File: config.mk
export PLATFORM = sky130hd
export DESIGN_NAME = iir_direct_form_one_filter_flat
export DESIGN_NICKNAME = d
export VERILOG_FILES = /design/src/rtl/iir_df1_pkg.sv /design/src/rtl/iir_df1_ifs.sv /design/src/rtl/iir_direct_form_one_filter.sv /design/src/flat_wrapper.sv
export SDC_FILE = /design/constraint.sdc
export NUM_CORES = 2
export LEC_CHECK = 0
export ABC_AREA = 1
export ABC_CLOCK_PERIOD_IN_PS = 15300
export BUFFER_PORTS_ARGS = -buffer_cell sky130_fd_sc_hd__buf_2
export CAP_MARGIN = 10
export CORE_MARGIN = 4
export CORE_UTILIZATION = 30
export CTS_BUF_LIST = sky130_fd_sc_hd__clkbuf_4
export DETAILED_ROUTE_END_ITERATION = 8
export SLEW_MARGIN = 15
export SYNTH_ARGS = -nofsm -noshare
export SYNTH_HDL_FRONTEND = slang
export SYNTH_SLANG_ARGS = --single-unit
export TNS_END_PERCENT = 100
File: constraint.sdc
create_clock -name i_clk -period 15.3 [get_ports i_clk]
set_clock_uncertainty 0.1 [all_clocks]
set_input_delay 1.53 -clock i_clk [delete_from_list [all_inputs] [get_ports i_clk]]
set_output_delay 1.53 -clock i_clk [all_outputs]
set_load 0.01 [all_outputs]
File: src/rtl/iir_df1_pkg.sv
// Package for the direct-form-I IIR filter: sample, term and accumulator
// types, FSM states and configuration register indexes. No dependencies.
package iir_df1_pkg;

    localparam int SAMPLE_W   = 16;
    localparam int COEF_W     = 16;
    localparam int COEF_FRAC  = 14;
    localparam int CFG_IDX_W  = 4;
    localparam int CFG_DATA_W = 64;
    localparam int CNT_W      = 4;
    localparam int PSUM_W     = 21;
    localparam int ACC_W      = 36;

    typedef logic signed [SAMPLE_W-1:0] t_sample;
    typedef logic signed [COEF_W-1:0]   t_coef;
    typedef logic signed [PSUM_W-1:0]   t_psum;
    typedef logic signed [ACC_W-1:0]    t_acc;
    typedef logic [CFG_IDX_W-1:0]       t_cfg_idx;
    typedef logic [CNT_W-1:0]           t_cnt;

    localparam t_cfg_idx REG_FF_LO  = 4'd0;
    localparam t_cfg_idx REG_FF_HI  = 4'd1;
    localparam t_cfg_idx REG_FB_LO  = 4'd2;
    localparam t_cfg_idx REG_FB_HI  = 4'd3;
    localparam t_cfg_idx REG_FF_CNT = 4'd4;
    localparam t_cfg_idx REG_FB_CNT = 4'd5;

    localparam logic [63:0] FF_LO_RESET = 64'd16384;
    localparam t_acc ROUND_HALF = t_acc'(1) <<< (COEF_FRAC - 1);
    localparam t_acc Q_MAX = t_acc'(32767);
    localparam t_acc Q_MIN = -t_acc'(32768);

    typedef enum logic [1:0] {
        ST_IDLE,
        ST_RUN,
        ST_FIN
    } t_state;

endpackage

File: src/rtl/iir_df1_ifs.sv
// Handshake interfaces of the IIR filter: input items, result items and
// configuration writes. Depends on iir_df1_pkg.
interface iir_df1_in_if import iir_df1_pkg::*; ();
    logic    valid;
    logic    ready;
    t_sample sample_in;
    logic    new_block;
    modport source (output valid, output sample_in, output new_block, input ready);
    modport sink   (input valid, input sample_in, input new_block, output ready);
endinterface

interface iir_df1_out_if import iir_df1_pkg::*; ();
    logic    valid;
    logic    ready;
    t_sample sample_out;
    logic    saturated;
    modport source (output valid, output sample_out, output saturated, input ready);
    modport sink   (input valid, input sample_out, input saturated, output ready);
endinterface

interface iir_df1_cfg_if import iir_df1_pkg::*; ();
    logic                  valid;
    logic                  ready;
    t_cfg_idx              index;
    logic [CFG_DATA_W-1:0] data;
    modport source (output valid, output index, output data, input ready);
    modport sink   (input valid, input index, input data, output ready);
endinterface

File: src/rtl/iir_direct_form_one_filter.sv
// Direct-form-I IIR filter, Q2.14 coefficients, 16-bit samples, bit-serial.
// Depends on iir_df1_pkg and the interfaces in iir_df1_ifs.sv.
//
// One item passes through the accept state, a bit-serial phase and then one
// round/saturate state. The current sample and both histories sit in rotating
// shift registers that present one bit each per cycle, MSB first; one adder
// tree sums the gated coefficients of all taps and the accumulator doubles and
// adds each cycle, so the sample width sets the phase length. The result
// goes to an output register, so the next item is accepted while it waits; the
// final cycle of an item stalls only if the previous result is still held.
// Configuration writes are always taken and must arrive while the block idles.
module iir_direct_form_one_filter import iir_df1_pkg::*; #(
    parameter int MAX_FF_TAPS = 8,
    parameter int MAX_FB_TAPS = 8
) (
    input  logic          i_clk,
    input  logic          i_rst_n,
    iir_df1_cfg_if.sink   i_cfg,
    iir_df1_in_if.sink    i_in,
    iir_df1_out_if.source o_out
);

    localparam int FB_HIST = (MAX_FB_TAPS > 1) ? MAX_FB_TAPS - 1 : 1;

    logic [63:0] r_ff_lo, r_ff_hi, r_fb_lo;
    logic [47:0] r_fb_hi;
    t_cnt        r_ff_cnt, r_fb_cnt;

    t_state  r_state, n_state;
    t_cnt    r_bit;
    t_acc    r_acc, n_acc;
    t_sample r_xs [MAX_FF_TAPS];
    t_sample r_ys [FB_HIST];
    logic    r_out_valid;
    t_sample r_out_sample;
    logic    r_out_sat;

    logic [127:0] ff_coefs;
    logic [111:0] fb_coefs;
    t_cnt         ff_n, fb_n;
    t_psum        ff_sum, fb_sum, psum;
    t_acc         rnd, q;
    t_sample      y;
    logic         y_sat;
    logic         fin_go;

    assign i_cfg.ready = 1'b1;
    assign i_in.ready  = (r_state == ST_IDLE);
    assign o_out.valid      = r_out_valid;
    assign o_out.sample_out = r_out_sample;
    assign o_out.saturated  = r_out_sat;

    assign ff_coefs = {r_ff_hi, r_ff_lo};
    assign fb_coefs = {r_fb_hi, r_fb_lo};
    assign ff_n = (r_ff_cnt > t_cnt'(MAX_FF_TAPS)) ? t_cnt'(MAX_FF_TAPS) : r_ff_cnt;
    assign fb_n = (r_fb_cnt > t_cnt'(MAX_FB_TAPS)) ? t_cnt'(MAX_FB_TAPS) : r_fb_cnt;

    // sum of coefficients whose sample bit is set; feedback enters negated
    always_comb begin
        ff_sum = '0;
        fb_sum = '0;
        for (int k = 0; k < MAX_FF_TAPS; k++) begin
            if (r_xs[k][SAMPLE_W-1] && (t_cnt'(k) < ff_n)) begin
                ff_sum = ff_sum + t_psum'(t_coef'(ff_coefs[COEF_W*k +: COEF_W]));
            end
        end
        for (int k = 1; k < MAX_FB_TAPS; k++) begin
            if (r_ys[k-1][SAMPLE_W-1] && (t_cnt'(k) < fb_n)) begin
                fb_sum = fb_sum - t_psum'(t_coef'(fb_coefs[COEF_W*(k-1) +: COEF_W]));
            end
        end
        psum = ff_sum + fb_sum;
    end

    // sign bit carries negative weight
    assign n_acc = (r_bit == t_cnt'(SAMPLE_W - 1)) ? -t_acc'(psum)
                                                   : (r_acc <<< 1) + t_acc'(psum);

    // round half up, floor shift, saturate
    always_comb begin
        rnd = r_acc + ROUND_HALF;
        q   = rnd >>> COEF_FRAC;
        if (q > Q_MAX) begin
            y     = t_sample'(Q_MAX);
            y_sat = 1'b1;
        end else if (q < Q_MIN) begin
            y     = t_sample'(Q_MIN);
            y_sat = 1'b1;
        end else begin
            y     = t_sample'(q);
            y_sat = 1'b0;
        end
    end

    assign fin_go = (r_state == ST_FIN) && (!r_out_valid || o_out.ready);

    always_comb begin
        n_state = r_state;
        case (r_state)
            ST_IDLE: begin
                if (i_in.valid) n_state = ST_RUN;
            end
            ST_RUN: begin
                if (r_bit == '0) n_state = ST_FIN;
            end
            ST_FIN: begin
                if (fin_go) n_state = ST_IDLE;
            end
            default: n_state = ST_IDLE;
        endcase
    end

    always_ff @(posedge i_clk) begin
        if (!i_rst_n) begin
            r_state <= ST_IDLE;
        end else begin
            r_state <= n_state;
        end
    end

    always_ff @(posedge i_clk) begin
        if (!i_rst_n) begin
            r_ff_lo  <= FF_LO_RESET;
            r_ff_hi  <= '0;
            r_fb_lo  <= '0;
            r_fb_hi  <= '0;
            r_ff_cnt <= t_cnt'(1);
            r_fb_cnt <= t_cnt'(1);
        end else if (i_cfg.valid) begin
            case (i_cfg.index)
                REG_FF_LO:  r_ff_lo  <= i_cfg.data;
                REG_FF_HI:  r_ff_hi  <= i_cfg.data;
                REG_FB_LO:  r_fb_lo  <= i_cfg.data;
                REG_FB_HI:  r_fb_hi  <= i_cfg.data[47:0];
                REG_FF_CNT: r_ff_cnt <= i_cfg.data[CNT_W-1:0];
                REG_FB_CNT: r_fb_cnt <= i_cfg.data[CNT_W-1:0];
                default: ;
            endcase
        end
    end

    always_ff @(posedge i_clk) begin
        if (!i_rst_n) begin
            r_bit       <= '0;
            r_out_valid <= 1'b0;
            for (int k = 0; k < MAX_FF_TAPS; k++) r_xs[k] <= '0;
            for (int k = 0; k < FB_HIST; k++) r_ys[k] <= '0;
        end else begin
            if (fin_go) begin
                r_out_valid <= 1'b1;
            end else if (o_out.ready) begin
                r_out_valid <= 1'b0;
            end
            case (r_state)
                ST_IDLE: begin
                    if (i_in.valid) begin
                        r_xs[0] <= i_in.sample_in;
                        r_bit   <= t_cnt'(SAMPLE_W - 1);
                        if (i_in.new_block) begin
                            for (int k = 1; k < MAX_FF_TAPS; k++) r_xs[k] <= '0;
                            for (int k = 0; k < FB_HIST; k++) r_ys[k] <= '0;
                        end
                    end
                end
                ST_RUN: begin
                    r_bit <= r_bit - t_cnt'(1);
                    for (int k = 0; k < MAX_FF_TAPS; k++)
                        r_xs[k] <= {r_xs[k][SAMPLE_W-2:0], r_xs[k][SAMPLE_W-1]};
                    for (int k = 0; k < FB_HIST; k++)
                        r_ys[k] <= {r_ys[k][SAMPLE_W-2:0], r_ys[k][SAMPLE_W-1]};
                end
                ST_FIN: begin
                    if (fin_go) begin
                        for (int k = MAX_FF_TAPS - 1; k > 0; k--) r_xs[k] <= r_xs[k-1];
                        for (int k = FB_HIST - 1; k > 0; k--) r_ys[k] <= r_ys[k-1];
                        r_ys[0] <= y;
                    end
                end
                default: ;
            endcase
        end
    end

    always_ff @(posedge i_clk) begin
        if (r_state == ST_RUN) r_acc <= n_acc;
        if (fin_go) begin
            r_out_sample <= y;
            r_out_sat    <= y_sat;
        end
    end

endmodule

File: src/flat_wrapper.sv
// flat-port wrapper written by rule: the top's interface ports become plain ports
module iir_direct_form_one_filter_flat import iir_df1_pkg::*;
#(
    parameter int MAX_FF_TAPS = 8,
    parameter int MAX_FB_TAPS = 8
)
  (i_clk, i_rst_n, i_cfg_valid, i_cfg_index, i_cfg_data, i_cfg_ready, i_in_valid, i_in_sample_in, i_in_new_block, i_in_ready, o_out_valid, o_out_sample_out, o_out_saturated, o_out_ready);
  iir_df1_cfg_if i_cfg_i ();
  iir_df1_in_if i_in_i ();
  iir_df1_out_if o_out_i ();
  input  logic i_clk;
  input  logic i_rst_n;
  input wire logic [$bits(i_cfg_i.valid)-1:0] i_cfg_valid;
  input wire logic [$bits(i_cfg_i.index)-1:0] i_cfg_index;
  input wire logic [$bits(i_cfg_i.data)-1:0] i_cfg_data;
  output wire logic [$bits(i_cfg_i.ready)-1:0] i_cfg_ready;
  input wire logic [$bits(i_in_i.valid)-1:0] i_in_valid;
  input wire logic [$bits(i_in_i.sample_in)-1:0] i_in_sample_in;
  input wire logic [$bits(i_in_i.new_block)-1:0] i_in_new_block;
  output wire logic [$bits(i_in_i.ready)-1:0] i_in_ready;
  output wire logic [$bits(o_out_i.valid)-1:0] o_out_valid;
  output wire logic [$bits(o_out_i.sample_out)-1:0] o_out_sample_out;
  output wire logic [$bits(o_out_i.saturated)-1:0] o_out_saturated;
  input wire logic [$bits(o_out_i.ready)-1:0] o_out_ready;
  assign i_cfg_i.valid = i_cfg_valid;
  assign i_cfg_i.index = i_cfg_index;
  assign i_cfg_i.data = i_cfg_data;
  assign i_cfg_ready = i_cfg_i.ready;
  assign i_in_i.valid = i_in_valid;
  assign i_in_i.sample_in = i_in_sample_in;
  assign i_in_i.new_block = i_in_new_block;
  assign i_in_ready = i_in_i.ready;
  assign o_out_valid = o_out_i.valid;
  assign o_out_sample_out = o_out_i.sample_out;
  assign o_out_saturated = o_out_i.saturated;
  assign o_out_i.ready = o_out_ready;
  iir_direct_form_one_filter #(.MAX_FF_TAPS(MAX_FF_TAPS), .MAX_FB_TAPS(MAX_FB_TAPS)) u_core (.i_clk(i_clk), .i_rst_n(i_rst_n), .i_cfg(i_cfg_i), .i_in(i_in_i), .o_out(o_out_i));
endmodule
-- After elaboration in Yosys (flattened, before gate mapping)
Memory sizes are Yosys's and may differ from the RTL's.
Index checks and enable logic that the tools add are counted.
- $add $sub $neg: 19
- magnitude comparators: 19
- equal/unequal tests: 11
- muxes and demuxes: 90
- bitwise gates (word level): 44
- reductions and logical operators: 31
- operators by type and width (cell ; number):
    2-to-1 mux 16 bit ; 46
    2-to-1 mux 21 bit ; 15
    adder 21 x 16 -> 21 bit ; 7
    subtractor 21 x 16 -> 21 bit ; 6
    bitwise OR 1 bit ; 44
    adder 36 x 15 -> 36 bit, second input constant ; 1
    adder 36 x 21 -> 36 bit ; 1
    2-to-1 mux 36 bit ; 1
    negator 21 -> 36 bit ; 1
    < comparator 3 x 4 -> 1 bit, first input constant ; 8
    > comparator 22 x 16 -> 1 bit, second input constant ; 1
    < comparator 22 x 16 -> 1 bit, second input constant ; 1
    adder 21 bit ; 1
    2-to-1 mux 1 bit ; 20
    subtractor 1 x 16 -> 17 bit, first input constant ; 1
    logical AND 1 bit ; 16
    < comparator 2 x 4 -> 1 bit, first input constant ; 4
    AND reduction 2 bit ; 7
    < comparator 1 x 4 -> 1 bit, first input constant ; 3
    2-to-1 mux 4 bit ; 3
    equality test 4 x 2 -> 1 bit, second input constant ; 2
    equality test 4 x 3 -> 1 bit, second input constant ; 2
    > comparator 4 bit, second input constant ; 2
    zero test 4 bit ; 2
    other kinds (15) ; 19
- register bits after elaboration: 308
- RAM bits: 240
- input bits: 90
- output and inout bits: 20
- word-level logic and storage cells: 228
- memories: 2
- memory list (memory ; words ; width ; rd ports ; clocked after Yosys merged registers in ; wr ports ; RTL line ; text):
    u_core.r_xs ; 8 ; 16 ; 8 ; 0 ; 8 ; iir_direct_form_one_filter.sv:32 ; t_sample r_xs [MAX_FF_TAPS];
    u_core.r_ys ; 7 ; 16 ; 7 ; 0 ; 7 ; iir_direct_form_one_filter.sv:33 ; t_sample r_ys [FB_HIST];

-- Longest topological paths before layout
- depth after elaboration: 22
- mapped depth: 94
- mapped depth without buffers: 94

-- Worst setup path after synthesis
OpenSTA, ideal clock, no wires.
- path kind: reg2reg
- start: register u_core.r_ff_cnt[3]
- end: register u_core.r_acc[34] (data pin)
- setup time: 0.257 ns
- arrival time: 12.447 ns
- setup slack: 2.496 ns
- cell stages (with the launch flop): 85
- buffers on the path: 2
- cells stage by stage: dfxtp_1 > nor2_4 > nand3_4 > nand2_2 > buf_6 > clkbuf_1 > nor2_1 > ha_1 > fa_1 > inv_1 > o21ai_1 > inv_1 > fa_1 > o21ai_1 > inv_1 > fa_1 > nand3b_1 > a21oi_1 > (+49 left out) > nand2_1 > nand3_1 > o21ai_0 > nand3_1 > nand2_1 > ha_1 > nand2_1 > nor4_1 > a221oi_1 > nand2_1 > nand3_1 > nand2_1 > nand3_1 > nand2_1 > a31oi_1 > or2_2 > nand3_1 > nand2_1
- cells in the longest elaborated chain, start to end: 22
- RTL lines (element ; RTL line ; text):
    from (decl) ; iir_direct_form_one_filter.sv:27 ; t_cnt r_ff_cnt, r_fb_cnt;
    from (signal assigned) ; iir_direct_form_one_filter.sv:127 ; r_ff_cnt <= t_cnt'(1);
    from (signal assigned) ; iir_direct_form_one_filter.sv:135 ; REG_FF_CNT: r_ff_cnt <= i_cfg.data[CNT_W-1:0];
    > comparator 4 bit ; iir_direct_form_one_filter.sv:55 ; assign ff_n = (r_ff_cnt > t_cnt'(MAX_FF_TAPS)) ? t_cnt'(MAX_FF_TAPS) : r_ff_cnt;
    2-to-1 mux 4 bit (*) ; iir_direct_form_one_filter.sv:55 ;
    < comparator 1 x 4 -> 1 bit ; iir_direct_form_one_filter.sv:63 ; if (r_xs[k][SAMPLE_W-1] && (t_cnt'(k) < ff_n)) begin
    logical AND 1 bit ; iir_direct_form_one_filter.sv:63 ;
    2-to-1 mux 21 bit ; iir_direct_form_one_filter.sv:63 ;
    adder 21 x 16 -> 21 bit ; iir_direct_form_one_filter.sv:64 ; ff_sum = ff_sum + t_psum'(t_coef'(ff_coefs[COEF_W*k +: COEF_W]));
    2-to-1 mux 21 bit ; iir_direct_form_one_filter.sv:63 ;
    adder 21 x 16 -> 21 bit ; iir_direct_form_one_filter.sv:64 ;
    (+7 left out) ; - ;
    adder 21 x 16 -> 21 bit ; iir_direct_form_one_filter.sv:64 ;
    2-to-1 mux 21 bit ; iir_direct_form_one_filter.sv:63 ;
    adder 21 x 16 -> 21 bit ; iir_direct_form_one_filter.sv:64 ;
    2-to-1 mux 21 bit (*) ; iir_direct_form_one_filter.sv:63 ;
    adder 21 bit (*) ; iir_direct_form_one_filter.sv:72 ; psum = ff_sum + fb_sum;
    adder 36 x 21 -> 36 bit / negator 21 -> 36 bit (equally long branches) ; iir_direct_form_one_filter.sv:77, iir_direct_form_one_filter.sv:76 ;
    2-to-1 mux 36 bit (*) ; iir_direct_form_one_filter.sv:76 ; assign n_acc = (r_bit == t_cnt'(SAMPLE_W - 1)) ? -t_acc'(psum)
    named net u_core.n_acc[34] ; iir_direct_form_one_filter.sv:31 ; t_acc r_acc, n_acc;
    to (signal assigned) ; iir_direct_form_one_filter.sv:185 ; if (r_state == ST_RUN) r_acc <= n_acc;
    to (decl) ; iir_direct_form_one_filter.sv:31 ;
The timed path passes the listed nets; every way through them passes the cells marked *.
A chain may end at the register's enable or synchronous reset.

-- Worst setup path after layout
- start: register u_core.r_ff_cnt[3]
- end: register u_core.r_acc[33] (data pin)
The elaborated chain is that of the path after synthesis.

==> flow_summary.json <==
{
  "yosysTopAreaCell": "edfxtp_1",
  "syn_inst": 5508,
  "status": "completed",
  "path_buf_inv": 11,
  "utilization_pct": 33.56,
  "leakagePower_nw": 20.66,
  "synth_adder_area_share_pct": 10.53,
  "period_share_pct": 91.15,
  "wl_per_cell_um": 16.90,
  "clock-sinks": 548,
  "power_density_nw_per_um2": 93.39,
  "synthArstFlopShare_pct": 0,
  "synth-xor-area-share_pct": 3.932,
  "gp_congestion": 0.9304,
  "max_freq_mhz": 71.71,
  "gr-usage-met1_pct": 23.10,
  "dieHeight_um": 375.0,
  "max-clock-path-buffers": 3,
  "dp_hpwl_mm": 92.89,
  "yosys_register_bits": 548,
  "finalSetupTns_ns": 0,
  "path_class": "register to register",
  "antenna_found_initial": 11,
  "io_pins": 110,
  "swShare_pct": 34.33,
  "busiest_layer": "met2",
  "synth_cell_types": 73,
  "avgViaCountPerCell": 4.983,
  "peakVddDrop_uv": 71.25,
  "holdWs_ns": 0.3539,
  "grtUsageMet3_pct": 3.662,
  "numCtsBuffers": 157,
  "worstHoldPathType": "register to register",
  "coreArea_um2": 133600,
  "power.switching_mw": 1.438,
  "worstPathMaxFanout": 21,
  "synth_nets": 5929,
  "rsz0062_at_grt": "no",
  "ys.flop_type": "edfxtp_1",
  "ff_latch_area_um2": 13900,
  "power.internal_mw": 2.750,
  "p_clk_share_pct": 33.8,
  "layout.nets": 6042,
  "synth_top_area_share_pct": 21.77,
  "clockRootBuffer": "clkbuf_4",
  "grt_max_degree": 123,
  "synthMuxAreaShare_pct": 0.02477,
  "setup_ws_ns": 1.354,
  "wirelength_mm": 126.9,
  "die_w_um": 375.0,
  "h-tree-depth": 4,
  "ys_warn_count": 0,
  "area_growth_syn_to_layout_pct": 10.96,
  "dp_cells": 7230,
  "pwr-share-seq_pct": 41.5,
  "initialDrtViolationCount": 2989,
  "post-route-drc-count": 0,
  "use_met2_pct": 27.73,
  "clock_latency_ns": 1.08,
  "multiInputGateArea_um2": 22880,
  "ys_seq_area_share_pct": 34.40,
  "std_cell_rows": 134,
  "cp_slowest_cell": "fa_1",
  "syn-cell-area_um2": 40420,
  "critPathTopFamily": "compound AO/OA/AOI/OAI gates",
  "firstDrtPassIters": 5,
  "grt_remaining_overflow": 0,
  "fin_cells": 7509,
  "setup_viol": 0,
  "synth_most_common_cell": "nand2_1",
  "hold_violations": 0,
  "startpoint_type": "register",
  "finalPower_mw": 4.188,
  "cp-end-kind": "register",
  "final_max_slew_viol_count": 0,
  "dpl_cell_area_um2": 42710,
  "dieArea_um2": 140700,
  "required_ns": 16.02,
  "synth-edff-count": 293,
  "crit_path_frequent_cell": "nand2_1",
  "synth-simple-area-share_pct": 21.45,
  "track_usage_pct": 17.64,
  "num_vias": 37420,
  "grt_pass1_wl_mm": 197.4,
  "antenna_left": 0,
  "cts_tree": "built",
  "pre_cts_ws_ns": 0.7868,
  "synth-compound-area-share_pct": 20.15,
  "first_global_vias": 35510,
  "arrival_ns": 14.66,
  "initial_core_util_pct": 30.25,
  "final.min_clock_period_ns": 13.95,
  "fill_cells": 14260,
  "ys_top_cells_by_count": "nand2_1, inv_1, a21oi_1",
  "comb_power_share_pct": 24.8,
  "max_stage_delay_ns": 0.49,
  "maxSlewHeadroom_pct": 24.68,
  "synth_top_family_by_area": "simple AND/OR/NAND/NOR gates",
  "clk_pin_slew_worst_paths_ns": 0.07,
  "maxCapViolCount": 0,
  "port_buffers": 108,
  "worst_pin_slew_ns": 1.130,
  "syn_avg_cell_area_um2": 7.338,
  "fin_area_um2": 44850,
  "synthTopCellsByArea": "edfxtp_1, dfxtp_1, ha_1, nand2_1, inv_1",
  "drive_above_1_share_pct": 11.05
}
-- cells by family (layout without fill, tap and decap cells) --
kind of cell             count (synthesis)  in the layout
XOR/XNOR                               178            178
AO/OA/AOI/OAI                         1479           1479
multiplexers                             1              1
other                                    1              6
buffers and inverters                 1004           1232
flip-flops                             548            548
adder cells (fa/ha/maj)                331            331
AND/OR/NAND/NOR                       1966           1966
-- cells in the final DEF, fill, tap and decap left out, drive strengths merged, types with 59 or more instances in the layout --
cell / count
o22ai: 183
o21ai: 613
inv: 817
a21oi: 527
buf: 141
dfxtp: 255
xor2: 120
nand2: 997
clkbuf: 220
edfxtp: 293
ha: 316
nand3: 277
nor2: 488
or2: 59
-- registers in the layout (all words and copies together), names as in the netlist, 16 cells and up --
name                     flops
u_core.r_xs                128
u_core.r_ys                112
u_core.r_fb_lo              64
u_core.r_ff_hi              64
u_core.r_ff_lo              64
u_core.r_fb_hi              48
u_core.r_acc                36
u_core.o_out.sample_out     16
-- worst register-to-register path, delay by kind of cell, from the launching register on --
| kind | cells | cell delay (ns) |
|---|---|---|
| AO/OA/AOI/OAI | 25 | 4.45 |
| XOR/XNOR | 3 | 0.47 |
| adder cells (fa/ha/maj) | 10 | 3.77 |
| buffers and inverters | 11 | 0.78 |
| flip-flops | 1 | 0.36 |
| AND/OR/NAND/NOR | 29 | 3.74 |
-- area by class of cell --
type / instances / share of cell area (%)
clock buffers: 220 / 3.683
diodes: 5 / 0.02790
multi-input cells: 3956 / 51.02
clock inverters: 54 / 0.7282
flip-flops and latches: 548 / 31.00
well taps: 1768 / 4.933
repair buffers: 141 / 1.772
inverters: 817 / 6.838
-- per-layer routing --
layer | share of wire, % | wire [um] | up-vias
met5 | 0.027 | 34 | -
met4 | 4.8 | 6129 | 4
met3 | 6.0 | 7588 | 244
met2 | 44 | 55290 | 930
met1 | 46 | 57880 | 17320
li1 | - | - | 18930
-- power groups by stage --
stage / Clock, mW / Combinational, mW / Sequential [mW]
final: 1.41 / 1.04 / 1.74
after global routing: 1.54 / 1.18 / 1.75
after CTS: 1.46 / 1.03 / 1.73
after detailed placement: 0 / 1.02 / 1.77
after global placement: 0 / 1.01 / 1.76
after floorplan: 0 / 0.761 / 1.75
-- final timing paths --
check                                   from                              end  slack [ns]  depth (start not counted)
min reg2reg  u_core.r_fb_lo[16]$_SDFFE_PN0P_  u_core.r_fb_lo[16]$_SDFFE_PN0P_        0.35                          2
max reg2reg  u_core.r_ff_cnt[3]$_SDFFE_PN0P_       u_core.r_acc[33]$_DFFE_PP_        1.35                         78
min          u_core.r_fb_lo[16]$_SDFFE_PN0P_  u_core.r_fb_lo[16]$_SDFFE_PN0P_        0.35                          2
max          u_core.r_ff_cnt[3]$_SDFFE_PN0P_       u_core.r_acc[33]$_DFFE_PP_        1.35                         78
-- what timing repair did --
item                                    4_1_cts  5_1_grt
buffers inserted                              0        0
endpoints found under the setup margin        0       15
gates resized for setup                       0       27
hold buffers                                  0        0
Power figures use the tool's default switching activity.
